$ cat src/sv/roulette_selection_sorted_table_defines.svh
// Assertion macros shared by the roulette selection table RTL
`ifndef ROULETTE_SELECTION_SORTED_TABLE_DEFINES_SVH
`define ROULETTE_SELECTION_SORTED_TABLE_DEFINES_SVH

// same-cycle implication, disabled during reset
`define RSST_ASSERT_NOW(label, ante, cons) \
	label: assert property (@(posedge clk) disable iff (!arst_n) (ante) |-> (cons)) \
		else $error("rsst assertion failed");

// next-cycle implication, disabled during reset
`define RSST_ASSERT_NEXT(label, ante, cons) \
	label: assert property (@(posedge clk) disable iff (!arst_n) (ante) |=> (cons)) \
		else $error("rsst assertion failed");

`endif

$ cat src/sv/rsst_pkg.sv
// Shared types, codes and defaults for the roulette selection table
package rsst_pkg;

	localparam int POP_MAX_DEF  = 64;
	localparam int FIT_BITS_DEF = 16;
	localparam int TAG_W        = 16;
	localparam int DRAW_W       = 16;
	localparam int SPAN_W       = 17;
	localparam int OP_W         = 2;
	localparam int STAT_W       = 2;
	localparam int ECNT_W       = 7;
	localparam logic [SPAN_W-1:0] SPAN_RST = 17'd65536;

	localparam logic [OP_W-1:0] OP_CLEAR  = 2'd0;
	localparam logic [OP_W-1:0] OP_ADD    = 2'd1;
	localparam logic [OP_W-1:0] OP_SORT   = 2'd2;
	localparam logic [OP_W-1:0] OP_SELECT = 2'd3;

	localparam logic [STAT_W-1:0] ST_OK   = 2'd0;
	localparam logic [STAT_W-1:0] ST_FULL = 2'd1;
	localparam logic [STAT_W-1:0] ST_NONE = 2'd2;

	// cell modes
	localparam logic [1:0] CM_HOLD  = 2'd0;
	localparam logic [1:0] CM_SHIFT = 2'd1; // take left neighbor (insert at head)
	localparam logic [1:0] CM_ROT   = 2'd2; // take right neighbor (rotate toward head)
	localparam logic [1:0] CM_SORT  = 2'd3; // odd-even compare-swap

	typedef struct packed {
		logic [1:0] mode;
		logic       phase;
	} ctl_t;

endpackage

$ cat src/sv/rsst_cell.sv
// One table cell: holds a (tag, fitness) entry, shifts, rotates and compare-swaps
module rsst_cell import rsst_pkg::*; #(
	parameter int FIT_BITS = FIT_BITS_DEF,
	parameter bit POS_ODD  = 1'b0
) (
	input  logic                clk,
	input  ctl_t                ctl,
	input  logic                self_vld,
	input  logic                left_vld,
	input  logic [TAG_W-1:0]    left_tag,
	input  logic [FIT_BITS-1:0] left_fit,
	input  logic                right_vld,
	input  logic [TAG_W-1:0]    right_tag,
	input  logic [FIT_BITS-1:0] right_fit,
	output logic [TAG_W-1:0]    tag,
	output logic [FIT_BITS-1:0] fit
);

	logic [TAG_W-1:0]    tag_q;
	logic [FIT_BITS-1:0] fit_q;
	logic [TAG_W-1:0]    tag_d;
	logic [FIT_BITS-1:0] fit_d;

	always_comb begin
		tag_d = tag_q;
		fit_d = fit_q;
		case (ctl.mode)
			CM_SHIFT: begin
				tag_d = left_tag;
				fit_d = left_fit;
			end
			CM_ROT: begin
				tag_d = right_tag;
				fit_d = right_fit;
			end
			CM_SORT: begin
				// strict compare keeps equal entries in order
				if (POS_ODD == ctl.phase) begin
					if (self_vld && right_vld && (fit_q < right_fit)) begin
						tag_d = right_tag;
						fit_d = right_fit;
					end
				end else begin
					if (self_vld && left_vld && (left_fit < fit_q)) begin
						tag_d = left_tag;
						fit_d = left_fit;
					end
				end
			end
			default: ;
		endcase
	end

	always_ff @(posedge clk) begin
		tag_q <= tag_d;
		fit_q <= fit_d;
	end

	assign tag = tag_q;
	assign fit = fit_q;

endmodule

$ cat config.mk
export PLATFORM = sky130hd
export DESIGN_NAME = rsst_cell
export DESIGN_NICKNAME = d
export VERILOG_FILES = /design/src/sv/roulette_selection_sorted_table_defines.svh /design/src/sv/rsst_pkg.sv /design/src/sv/rsst_cell.sv
export SDC_FILE = /design/constraint.sdc
export NUM_CORES = 1
export LEC_CHECK = 0
export BUFFER_PORTS_ARGS = -buffer_cell sky130_fd_sc_hd__buf_2
export CAP_MARGIN = 5
export CORE_UTILIZATION = 46
export CTS_CLUSTER_SIZE = 28
export DETAILED_ROUTE_END_ITERATION = 8
export PLACE_DENSITY = 0.77
export SLEW_MARGIN = 15
export SYNTH_ARGS = -nofsm -noshare
export SYNTH_HDL_FRONTEND = slang
export SYNTH_SLANG_ARGS = --single-unit
$ cat constraint.sdc
create_clock -name clk -period 4.25 [get_ports clk]
set_input_delay 0 -clock clk [delete_from_list [all_inputs] [get_ports clk]]
set_output_delay 0 -clock clk [all_outputs]
set_load 0.01 [all_outputs]
**Word level (Yosys, flattened, before mapping)**

Cells that the tools add are included.
Widths: inputs -> output; s select.

- Register bits after elaboration: 32
- Input port bits: 71
- Output and inout port bits: 32

- Order comparisons: 2
- Eq/ne operators: 5
- Mux-type cells: 8
- Reductions and logical operators: 6

Operators with widths:

| kind | number |
|---|---|
| $mux 16 | 6 |
| $pmux 16 s3 | 2 |
| $lt 16x16->1 | 2 |
| $ne 3x3->1 const B | 2 |
| $eq 2x2->1 const B | 2 |
| $logic_and 1x1->1 | 4 |
| $reduce_and 3->1 | 1 |
| $reduce_bool 3->1 | 1 |
| $eq 2x1->1 const B | 1 |

**Logic depth before layout (Yosys ltp)**

Gate-level depths: netlist of run 1.

- Depth in word-level cells: 5
- Gate-level depth with buffers: 7
- Depth with buffers taken out: 7

**Worst setup path before layout of run 1**

Ideal clock, no wire load.

- Path type: register to register
- Start point: register fit_q[11], in the netlist fit[11]
- End point: register fit_q[0], in the netlist fit[0] (enable)
- Arrival: 2.833 ns
- Required time: 3.817 ns
- Setup slack: 0.985 ns
- Cell stages (with the launch flop): 7
- Path buffers: 0
- Clock period less this slack: 3.265 ns
- Cells stage by stage: edfxtp_1 > ha_1 > a21oi_1 > o21ai_0 > a211oi_1 > nor3_1 > o22ai_1

- Cells in the longest elaborated chain, start to end: 4
- Elaborated cells between the ends (all ways): 7
- Classes of those cells: order compare (2); eq/ne (2); reduce/logical (3)

RTL lines:

| element | line | text |
|---|---|---|
| start, declared | rsst_cell.sv:20 | `logic [FIT_BITS-1:0] fit_q;` |
| start signal, assigned | rsst_cell.sv:56 | `fit_q <= fit_d;` |
| $lt 16x16->1 (on tied branches) | rsst_cell.sv:44, rsst_cell.sv:39 |  |
| $logic_and 1x1->1 (on tied branches) | rsst_cell.sv:44, rsst_cell.sv:39 |  |
| $ne 3x3->1 (no source line) | - |  |
| $reduce_and 3->1 (no source line) * | - |  |

Mark *: on every way between the ends. The rest lies on a longest branch, timed or not.
A chain may end at the register's enable or synchronous reset.

**Worst setup path after layout of run 1**

- Start point: register fit_q[1], in the netlist fit[1]
- End point: register tag_q[14], in the netlist tag[14] (enable)

- Cells in the longest elaborated chain, start to end: 4
- Elaborated cells between the ends (all ways): 7
- Classes of those cells: order compare (2); eq/ne (2); reduce/logical (3)

RTL lines:

| element | line | text |
|---|---|---|
| $lt 16x16->1 (on tied branches) | rsst_cell.sv:44, rsst_cell.sv:39 |  |
| $logic_and 1x1->1 (on tied branches) | rsst_cell.sv:44, rsst_cell.sv:39 |  |
| $ne 3x3->1 (no source line) | - |  |
| $reduce_and 3->1 (no source line) * | - |  |
| end signal, assigned | rsst_cell.sv:55 | `tag_q <= tag_d;` |
| end, declared | rsst_cell.sv:19 | `logic [TAG_W-1:0] tag_q;` |

Marked as above.

==> metrics.md, run 1 <==
| Metric | Value |
|---|---|
| Status | `complete, no violations` |
| Combinational family with the most area after synthesis | `compound AO/OA/AOI/OAI gates` |
| Power Total | `0.905 mW` |
| Drt first pass iters | `5` |
| Starting DRT DRC Count | `90` |
| Tot GR Track Use | `0.214` |
| Sequential standard cell area | `961 um^2` |
| Vias in the first global route | `1776` |
| Filler instances | `346` |
| Setup Fix Bufs, Post-CTS | `0` |
| Pwr per Cell Area | `309 nW/um^2` |
| Remaining DRCs | `0` |
| Req. time, crit path | `4.16 ns` |
| Port Buffers | `102` |
| Cells after synthesis | `189` |
| Seq/Total Area, Yosys | `0.453` |
| Post-DP HPWL | `3610 um` |
| Clock Path Buffers | `2` |
| Clk slew on worst S/H paths | `0.07 ns` |
| Relative max-transition margin | `0.284` |
| Period utilization | `0.608` |
| Placer Congestion | `0.840` |
| Vias | `1904` |
| Min-Delay Path Class | `input pin to register` |
| WL/cell | `13.7 um` |
| Post-synth EDFFs | `32` |
| DR vias/cell | `5.23` |
| Max_cap viols | `0` |
| # diodes | `0` |
| Post-Synthesis Cell Area | `2120 um^2` |
| Largest net degree at the start of global routing | `33` |
| Synthesized-area fraction occupied by adder cells | `0.189` |
| Top Family by Delay on Critical Path | `compound AO/OA/AOI/OAI gates` |
| Compound-Gate Fraction of Synth Area | `0.211` |
| RSZ-0062 raised after global routing | `false` |
| Yosys warns | `0` |
| Crit start category | `register` |
| Setup TNS Final | `0 ns` |
| Critical path's slowest cell | `o22ai_4` |
| Synth async-reset ratio | `0` |
| Final Critical Period | `2.58 ns` |
| Clock latency on the worst-skew pair | `0.29 ns` |
| Final ANT Viol Nets | `0` |
| Inserted Clock Buffers | `5` |
| Cell Chain, Critical Path | `ha_1 > nor3b_1 > o21ai_0 > a211oi_1 > nor3_1 > o22ai_4` |
| Post-synthesis mux area share | `0` |
| Die X | `69.9 um` |
| Setup violators final | `0` |
| Crit path buf inv count | `0` |
| CP Class | `register to register` |
| Skew final | `0.00635 ns` |
| Core ar. | `4380 um^2` |
| Total Routed Length | `5000 um` |
| GRT overflow | `0` |
| Cts repair resizes | `0` |
| Top FF cell, synth | `edfxtp_1` |
| CTS HTree Levels | `2` |
| Syn Area/Cell | `11.2 um^2` |
| Number of I/O pins | `103` |
| Distinct cell type count after synthesis | `20` |
| Final hold violation count | `0` |
| Global-route wire length before repair | `8070 um` |
| Synth Area in Simple Gates | `0.0637` |
| Max VDD drop | `201 uV` |
| Clock Sink Count | `32` |
| Area grow syn2layout | `37.9%` |
| Net count, final | `414` |
| Worst path arrival time | `2.50 ns` |
| Least-Margin Pin Slew | `1.07 ns` |
| Synth Net Count | `292` |
| Max-slew violation count | `0` |
| # rows | `24` |
| CP max stage delay | `0.79 ns` |
| CTS tree | `built` |
| FF+latch count, synth | `32` |
| XOR/XNOR share of the synthesized area | `0` |
| Maximum clock frequency | `0.387 GHz` |
| CP Max Fanout | `32` |
| Initial antenna violation count | `0` |
| Leak | `1.48 nW` |
| Layout cells sized above 1 | `0.362` |
| Multi-input logic area | `997 um^2` |
| Root buffer cell | `clkbuf_8` |
| Die area | `4890 um^2` |
| Die Span Y | `69.9 um` |
| Starting Density | `0.484` |
| CP Capture Type | `register` |
-- per-stage QoR --
| step | area, um^2 | worst slack (ns) | cells | utilization | hold WS [ns] |
|---|---|---|---|---|---|
| final | 2930 | 1.67 | 364 | 0.667 | 0.00424 |
| after global routing | 2930 | 1.42 | 364 | 0.667 | 0.00127 |
| after CTS | 2880 | 1.66 | 359 | 0.656 | 0.000881 |
| after detailed placement | 2660 | 1.68 | 338 | 0.607 | 0.291 |
| after global placement | 2660 | 1.72 | 338 | 0.607 | 0.287 |
| after floorplan | 2120 | 0.985 | 189 | - | 0.202 |
-- cell usage in the layout, fill, tap and decap left out, types with 2 or more instances in the layout --
cell type        n
nor2b_1          2
nand2_1          7
nand4_1          4
nor2_1           7
buf_2          102
ha_1            32
nor3_1           3
a211oi_1         2
dlygate4sd3_1   18
clkbuf_8         5
edfxtp_1        32
inv_1           31
a22o_1          32
o21ai_0         10
nor3b_1          4
a41oi_1          2
a21oi_1         11
-- state kept, by name, summed over array words and instances, names as in the netlist --
name  flops
fit      16
tag      16
-- cell usage after synthesis, types with 3 or more instances --
cell type / number / area, um^2
a22o_1: 32 / 280
nor3b_1: 4 / 30.0
edfxtp_1: 32 / 961
buf_4: 3 / 22.5
nand4_1: 4 / 25.0
o21ai_0: 10 / 50.1
inv_1: 31 / 116
ha_1: 32 / 400
nor2_1: 7 / 26.3
a21oi_1: 11 / 55.1
buf_6: 3 / 33.8
nor3_1: 3 / 15.0
nand2_1: 7 / 26.3
-- worst register-to-register path, delay by kind of cell (launching register included) --
kind,cells,cell delay [ns]
fa+ha+maj,1,0.22
flops,1,0.43
simple gates,2,0.32
compound gates,3,1.23
-- routing by layer --
metal  global-route usage  up-vias  part of all wire
met5                    0        -                 0
met4               0.0911        0             0.028
met3               0.0750       16             0.062
met2                0.344       69              0.48
met1                0.260      861              0.43
li1                     -      958                 -
-- cell families (layout without fill, tap and decap cells) --
| group | Yosys count | after routing |
|---|---|---|
| AO/OA/AOI/OAI | 60 | 60 |
| adder cells (fa/ha/maj) | 32 | 32 |
| buffers and inverters | 38 | 161 |
| flip-flops | 32 | 32 |
| AND/OR/NAND/NOR | 27 | 27 |
-- layout make-up --
class / count / area share
repair buffers: 121 / 0.239
clock buffers: 6 / 0.0248
flip-flops and latches: 32 / 0.328
inverters: 32 / 0.0411
multi-input cells: 119 / 0.341
well taps: 52 / 0.0222
clock inverters: 2 / 0.00385
-- worst paths after layout --
kind	end	cells past startpoint	slack [ns]	start
worst min-delay path	tag[15]$_DFFE_PP_	2	0.004	left_tag[15]
worst max-delay path	tag[14]$_DFFE_PP_	6	1.67	fit[1]$_DFFE_PP_
worst max register to register	tag[14]$_DFFE_PP_	6	1.67	fit[1]$_DFFE_PP_
worst min register to register	fit[7]$_DFFE_PP_	4	1.24	fit[15]$_DFFE_PP_
-- power by group --
group	switching (mW)	leakage [nW]	total, mW	internal (mW)
combinational	0.136	1.13	0.261	0.125
clock	0.117	0.0388	0.231	0.113
sequential	0.0169	0.312	0.413	0.396
total	0.270	1.48	0.905	0.635
-- timing repair --
item | in CTS | in global routing
hold buffers | 13 | 5
hold endpoints to repair | 11 | 5
setup endpoints to repair | 0 | 0
(Power assumes the default switching activity.)
==> run 2: changes to the inputs <==
==> constraint.sdc (replaced) <==
create_clock -name clk -period 2.4 [get_ports clk]
set_input_delay 0 -clock clk [delete_from_list [all_inputs] [get_ports clk]]
set_output_delay 0 -clock clk [all_outputs]
set_load 0.01 [all_outputs]
==> run 2 against run 1 <==
  * Flip-flop and latch count unchanged
  * Die area unchanged
  * First-iteration DRC count increased by 1.1%
  * Clock-buffer cell count decreased by 1
  * Combinational power increased by 70%
  * Highest routed layer unchanged
==> metrics.md, run 2 (synthesized netlist as in run 1, its figures left out) <==
| Metric | Value |
|---|---|
| Final hold violation count | `0 (unchanged)` |
| WL/cell | `13.6 um (was 13.7 um)` |
| Layout cells sized above 1 | `0.390 (was 0.362)` |
| Vias in the first global route | `1888 (was 1776)` |
| Leak | `1.42 nW (was 1.48 nW)` |
| Core ar. | `4380 um^2 (unchanged)` |
| Min-Delay Path Class | `input pin to register (unchanged)` |
| Maximum clock frequency | `0.484 GHz (was 0.387 GHz)` |
| Relative max-transition margin | `0.765 (was 0.284)` |
| Clock Sink Count | `32 (unchanged)` |
| Cells on Worst Hold Path | `2 (unchanged)` |
| CP Capture Type | `register (unchanged)` |
| Power Total | `1.57 mW (was 0.905 mW)` |
| R2r endpoint | `tag[0]$_DFFE_PP_ (was tag[14]$_DFFE_PP_)` |
| GRT overflow | `0 (unchanged)` |
| Post-DP HPWL | `3610 um (about the same)` |
| Worst hold start | `left_tag[4] (was left_tag[15])` |
| Reg-to-reg setup timing slack | `0.33 ns (was 1.67 ns)` |
| Starting DRT DRC Count | `91 (was 90)` |
| Die X | `69.9 um (unchanged)` |
| Skew final | `0.00429 ns (was 0.00635 ns)` |
| Remaining DRCs | `0 (unchanged)` |
| Die area | `4890 um^2 (unchanged)` |
| Initial antenna violation count | `0 (unchanged)` |
| Clock Path Buffers | `2 (unchanged)` |
| Clock latency on the worst-skew pair | `0.28 ns (was 0.29 ns)` |
| Setup violators final | `0 (unchanged)` |
| Pwr per Cell Area | `567 nW/um^2 (was 309 nW/um^2)` |
| RSZ-0062 raised after global routing | `false (unchanged)` |
| Tot GR Track Use | `0.207 (was 0.214)` |
| # diodes | `0 (unchanged)` |
| Least-Margin Pin Slew | `0.353 ns (was 1.07 ns)` |
| Req. time, crit path | `2.43 ns (was 4.16 ns)` |
| Vias | `1860 (was 1904)` |
| R2R cell count | `7 (was 6)` |
| Die Span Y | `69.9 um (unchanged)` |
| CTS HTree Levels | `2 (unchanged)` |
| Most frequent cells in the layout | `buf_2, a22o_1, ha_1, edfxtp_1, inv_1 (unchanged)` |
| # rows | `24 (unchanged)` |
| CP Max Fanout | `31 (was 32)` |
| R2r startpoint | `fit[9]$_DFFE_PP_ (was fit[1]$_DFFE_PP_)` |
| Global-route wire length before repair | `8050 um (was 8070 um)` |
| CTS tree | `built (unchanged)` |
| Max VDD drop | `419 uV (was 201 uV)` |
| Final ANT Viol Nets | `0 (unchanged)` |
| CP Class | `register to register (unchanged)` |
| Hold_buf cts | `0 (was 13)` |
| Hold endpoint | `tag[4]$_DFFE_PP_ (was tag[15]$_DFFE_PP_)` |
| Largest net degree at the start of global routing | `33 (unchanged)` |
| Inst Count DP | `339 (was 338)` |
| Max_cap viols | `0 (unchanged)` |
| Most common cell after layout, fill and taps aside | `buf_2 (unchanged)` |
| DR vias/cell | `5.36 (was 5.23)` |
| Worst path arrival time | `2.10 ns (was 2.50 ns)` |
| Starting Density | `0.484 (unchanged)` |
| Placer Congestion | `0.767 (was 0.840)` |
| Crit start category | `register (unchanged)` |
| Cell Count, Final, Fillers Out | `347 (was 364)` |
| DP Worst Slack | `0.336 ns (was 1.68 ns)` |
| Cts repair resizes | `0 (unchanged)` |
| Inserted Clock Buffers | `5 (unchanged)` |
| Area grow syn2layout | `30.3% (was 37.9%)` |
| Setup Fix Bufs, Post-CTS | `0 (unchanged)` |
| Filler instances | `377 (was 346)` |
| Final Critical Period | `2.07 ns (was 2.58 ns)` |
| Port Buffers | `102 (unchanged)` |
| Worst setup margin | `0.332 ns (was 1.67 ns)` |
| Drt first pass iters | `4 (was 5)` |
| Total Routed Length | `4730 um (was 5000 um)` |
| Period utilization | `0.862 (was 0.608)` |
| Clk slew on worst S/H paths | `0.06 ns (was 0.07 ns)` |
| Max-slew violation count | `0 (unchanged)` |
| Root buffer cell | `clkbuf_8 (unchanged)` |
| Status | `complete, no violations (unchanged)` |
| Setup TNS Final | `0 ns (unchanged)` |
| Number of I/O pins | `103 (unchanged)` |
| Net count, final | `397 (was 414)` |
[run 2: where the power goes]
group / total, mW / internal [mW] / switching (mW)
Clock: 0.391 / 0.197 / 0.194
Combinational: 0.443 / 0.208 / 0.235
Sequential: 0.733 / 0.701 / 0.0322
[run 2: final cells by class]
cell class	count	area (um^2)	share of cell area
tap	52	65.1	0.0235
clock buffer	5	68.8	0.0249
timing repair buffer	104	538	0.195
clock inverter	3	13.8	0.00498
multi-input combinational	119	997	0.361
inverter	32	120	0.0435
sequential	32	961	0.348
[run 2: how the worst max path moves through the flow]
stage | from | end | slack, ns | cells past startpoint
floorplan | fit[11]$_DFFE_PP_ | fit[0]$_DFFE_PP_ | 0.17 | 7
global placement | fit[9]$_DFFE_PP_ | tag[9]$_DFFE_PP_ | 0.36 | 7
detailed placement | fit[9]$_DFFE_PP_ | tag[10]$_DFFE_PP_ | 0.34 | 7
CTS | fit[9]$_DFFE_PP_ | tag[4]$_DFFE_PP_ | 0.31 | 7
global route | fit[7]$_DFFE_PP_ | tag[14]$_DFFE_PP_ | 0.16 | 8
finish | fit[9]$_DFFE_PP_ | tag[0]$_DFFE_PP_ | 0.33 | 7
[run 2: metrics by stage]
stage | util | hold WS [ns] | instance area (um^2)
floorplan | - | 0.202 | 2130
global placement | 0.612 | 0.288 | 2680
detailed placement | 0.612 | 0.293 | 2680
CTS | 0.630 | 0.00218 | 2760
global route | 0.630 | 0.00877 | 2760
finish | 0.630 | 0.00986 | 2760
[run 2: metal layers]
metal	wire length, um	share of wire	track usage
met5	0	0	0
met4	69	0.015	0.0689
met3	343	0.073	0.0519
met2	2280	0.48	0.351
met1	2040	0.43	0.258
[run 2: worst max-delay path: stages (launching register included)]
cell	delay, ns
edfxtp_1	0.43
ha_1	0.33
a21oi_1	0.07
o21ai_0	0.26
a211oi_1	0.09
nor3_1	0.31
o22ai_4	0.13
buf_12	0.20
==> run 3: changes to the inputs <==
--- a/config.mk
+++ b/config.mk
@@ -10,7 +10,7 @@
 export CORE_UTILIZATION = 46
 export CTS_CLUSTER_SIZE = 28
 export DETAILED_ROUTE_END_ITERATION = 8
-export PLACE_DENSITY = 0.77
+export PLACE_DENSITY = 0.8
 export SLEW_MARGIN = 15
 export SYNTH_ARGS = -nofsm -noshare
 export SYNTH_HDL_FRONTEND = slang
==> run 3 against run 2 <==
  * Sequential share of layout area is 3.0 points lower
  * Core utilization is 5.9 points higher
  * Setup slack worse by 0.0014 ns
  * Register-to-register slack hardly changed
  * Total power is 11% higher
  * Die area stayed put
  * Critical path type unchanged
  * Largest cell class unchanged
  * Highest routed layer unchanged
==> metrics.md, run 3 (synthesized netlist as in run 1, its figures left out) <==
| Metric | Value |
|---|---|
| Status | `complete, no violations (unchanged)` |
| Period utilization | `0.862 (about the same)` |
| Critical path's slowest cell | `edfxtp_1 (unchanged)` |
| Cells on Worst Hold Path | `2 (unchanged)` |
| Top Family by Delay on Critical Path | `compound AO/OA/AOI/OAI gates (unchanged)` |
| Die X | `69.9 um (unchanged)` |
| Least-Margin Pin Slew | `0.359 ns (was 0.353 ns)` |
| CTS HTree Levels | `2 (unchanged)` |
| Max-slew violation count | `0 (unchanged)` |
| Placer Congestion | `0.765 (was 0.767)` |
| Req. time, crit path | `2.45 ns (was 2.43 ns)` |
| Most frequent cells in the layout | `buf_2, a22o_1, ha_1, edfxtp_1, inv_1 (unchanged)` |
| DR vias/cell | `5.26 (was 5.36)` |
| R2r startpoint | `fit[9]$_DFFE_PP_ (unchanged)` |
| # rows | `24 (unchanged)` |
| Largest net degree at the start of global routing | `33 (unchanged)` |
| Relative max-transition margin | `0.760 (was 0.765)` |
| Inserted Clock Buffers | `5 (unchanged)` |
| Skew final | `0.00502 ns (was 0.00429 ns)` |
| Global-route wire length before repair | `8910 um (was 8050 um)` |
| Number of I/O pins | `103 (unchanged)` |
| Max VDD drop | `297 uV (was 419 uV)` |
| WP depth | `7 (unchanged)` |
| R2R cell count | `7 (unchanged)` |
| Reg-to-reg setup timing slack | `0.33 ns (about the same)` |
| Worst Setup EP | `tag[9]$_DFFE_PP_ (was tag[0]$_DFFE_PP_)` |
| Worst hold start | `right_tag[5] (was left_tag[4])` |
| Final Critical Period | `2.07 ns (about the same)` |
| Die Span Y | `69.9 um (unchanged)` |
| Maximum clock frequency | `0.483 GHz (was 0.484 GHz)` |
| Clock Path Buffers | `2 (unchanged)` |
| Remaining DRCs | `0 (unchanged)` |
| CP max stage delay | `0.42 ns (was 0.43 ns)` |
| Pwr per Cell Area | `576 nW/um^2 (was 567 nW/um^2)` |
| R2r endpoint | `tag[9]$_DFFE_PP_ (was tag[0]$_DFFE_PP_)` |
| Min-Delay Path Class | `input pin to register (unchanged)` |
| Tot GR Track Use | `0.237 (was 0.207)` |
| WL/cell | `14.7 um (was 13.6 um)` |
| Leak | `1.53 nW (was 1.42 nW)` |
| Final core utilization | `0.690 (was 0.630)` |
| Die area | `4890 um^2 (unchanged)` |
| Most common cell after layout, fill and taps aside | `buf_2 (unchanged)` |
| RSZ-0062 raised after global routing | `false (unchanged)` |
| Total Routed Length | `5470 um (was 4730 um)` |
| Clk slew on worst S/H paths | `0.07 ns (was 0.06 ns)` |
| Cell Chain, Critical Path | `ha_1 > a21oi_1 > o21ai_0 > a211oi_1 > nor3_1 > o22ai_4 > buf_12 (unchanged)` |
| Vias in the first global route | `1984 (was 1888)` |
| Starting DRT DRC Count | `77 (was 91)` |
| Cts repair resizes | `0 (unchanged)` |
| Max_cap viols | `0 (unchanged)` |
| Net count, final | `421 (was 397)` |
| Root buffer cell | `clkbuf_8 (unchanged)` |
| Layout cells sized above 1 | `0.367 (was 0.390)` |
| Port Buffers | `102 (unchanged)` |
| Final hold slack | `0.00344 ns (was 0.00986 ns)` |
| Clock latency on the worst-skew pair | `0.29 ns (was 0.28 ns)` |
| Core ar. | `4380 um^2 (unchanged)` |
| Final ANT Viol Nets | `0 (unchanged)` |
| Power Total | `1.74 mW (was 1.57 mW)` |
| Initial antenna violation count | `0 (unchanged)` |
| Final hold violation count | `0 (unchanged)` |
| Area grow syn2layout | `42.6% (was 30.3%)` |
| Post-DP HPWL | `3780 um (was 3610 um)` |
| Worst path arrival time | `2.12 ns (was 2.10 ns)` |
| CP Class | `register to register (unchanged)` |
| Vias | `1953 (was 1860)` |
| Starting Density | `0.484 (unchanged)` |
| Final instance area | `3020 um^2 (was 2760 um^2)` |
| Setup violators final | `0 (unchanged)` |
| Crit start category | `register (unchanged)` |
| CTS tree | `built (unchanged)` |
| Placement Cell Area | `2700 um^2 (was 2680 um^2)` |
| CP Max Fanout | `25 (was 31)` |
| Crit path buf inv count | `1 (unchanged)` |
| GRT overflow | `0 (unchanged)` |
| CP Capture Type | `register (unchanged)` |
| CP startpoint | `fit[9]$_DFFE_PP_ (unchanged)` |
| # diodes | `0 (unchanged)` |
| Drt first pass iters | `4 (unchanged)` |
| Setup TNS Final | `0 ns (unchanged)` |
| Clock Sink Count | `32 (unchanged)` |
[run 3: changes by cell type in the layout (fill, tap and decap cells not counted)]
cell	previous run	this run
buf_4	1	3
clkinv_1	1	0
clkbuf_1	0	1
dlygate4sd3_1	0	22
clkinv_2	2	1
bufinv_16	0	1
[run 3: stage by stage]
stage | cells | worst slack (ns)
4_1_cts | 371 | 0.322
3_5_place_dp | 341 | 0.343
2_1_floorplan | 189 | 0.167
6_report | 371 | 0.331
5_1_grt | 371 | 0.189
3_3_place_gp | 341 | 0.345
[run 3: how the worst min path moves through the flow]
stage,endpoint,slack [ns]
global route,tag[0]$_DFFE_PP_,0.007
global placement,tag[2]$_DFFE_PP_,0.29
detailed placement,tag[1]$_DFFE_PP_,0.29
CTS,tag[9]$_DFFE_PP_,0.0002
finish,tag[5]$_DFFE_PP_,0.003
floorplan,fit[0]$_DFFE_PP_,0.20
[run 3: worst reg2reg max path, stage by stage, from the launching register on]
cell and delay, ns:
edfxtp_1 0.42, ha_1 0.33, a21oi_1 0.07, o21ai_0 0.30, a211oi_1 0.08, nor3_1 0.31
o22ai_4 0.12, buf_12 0.18
[run 3: timing repair]
action,CTS,global route
buffers inserted,0,0
hold buffers,22,0
hold endpoints to repair,14,0
[run 3: layout make-up]
class                      instances  area (um^2)
inverter                          32          120
fill                             336         1360
sequential                        32          961
timing repair buffer             128          773
tap                               52         65.1
multi-input combinational        119          997
clock inverter                     2         35.0
clock buffer                       6         72.6
[run 3: where the power goes]
group | switching, mW | total (mW) | internal (mW)
clock | 0.207 | 0.514 | 0.308
sequential | 0.0310 | 0.731 | 0.700
combinational | 0.253 | 0.497 | 0.245
total | 0.490 | 1.74 | 1.25
[run 3: per-layer routing]
layer,routed length (um),global-route usage,up-vias
li1,-,-,967
met1,2300,0.294,884
met2,2610,0.378,88
met3,440,0.0707,14
met4,118,0.111,0
met5,0,0,-
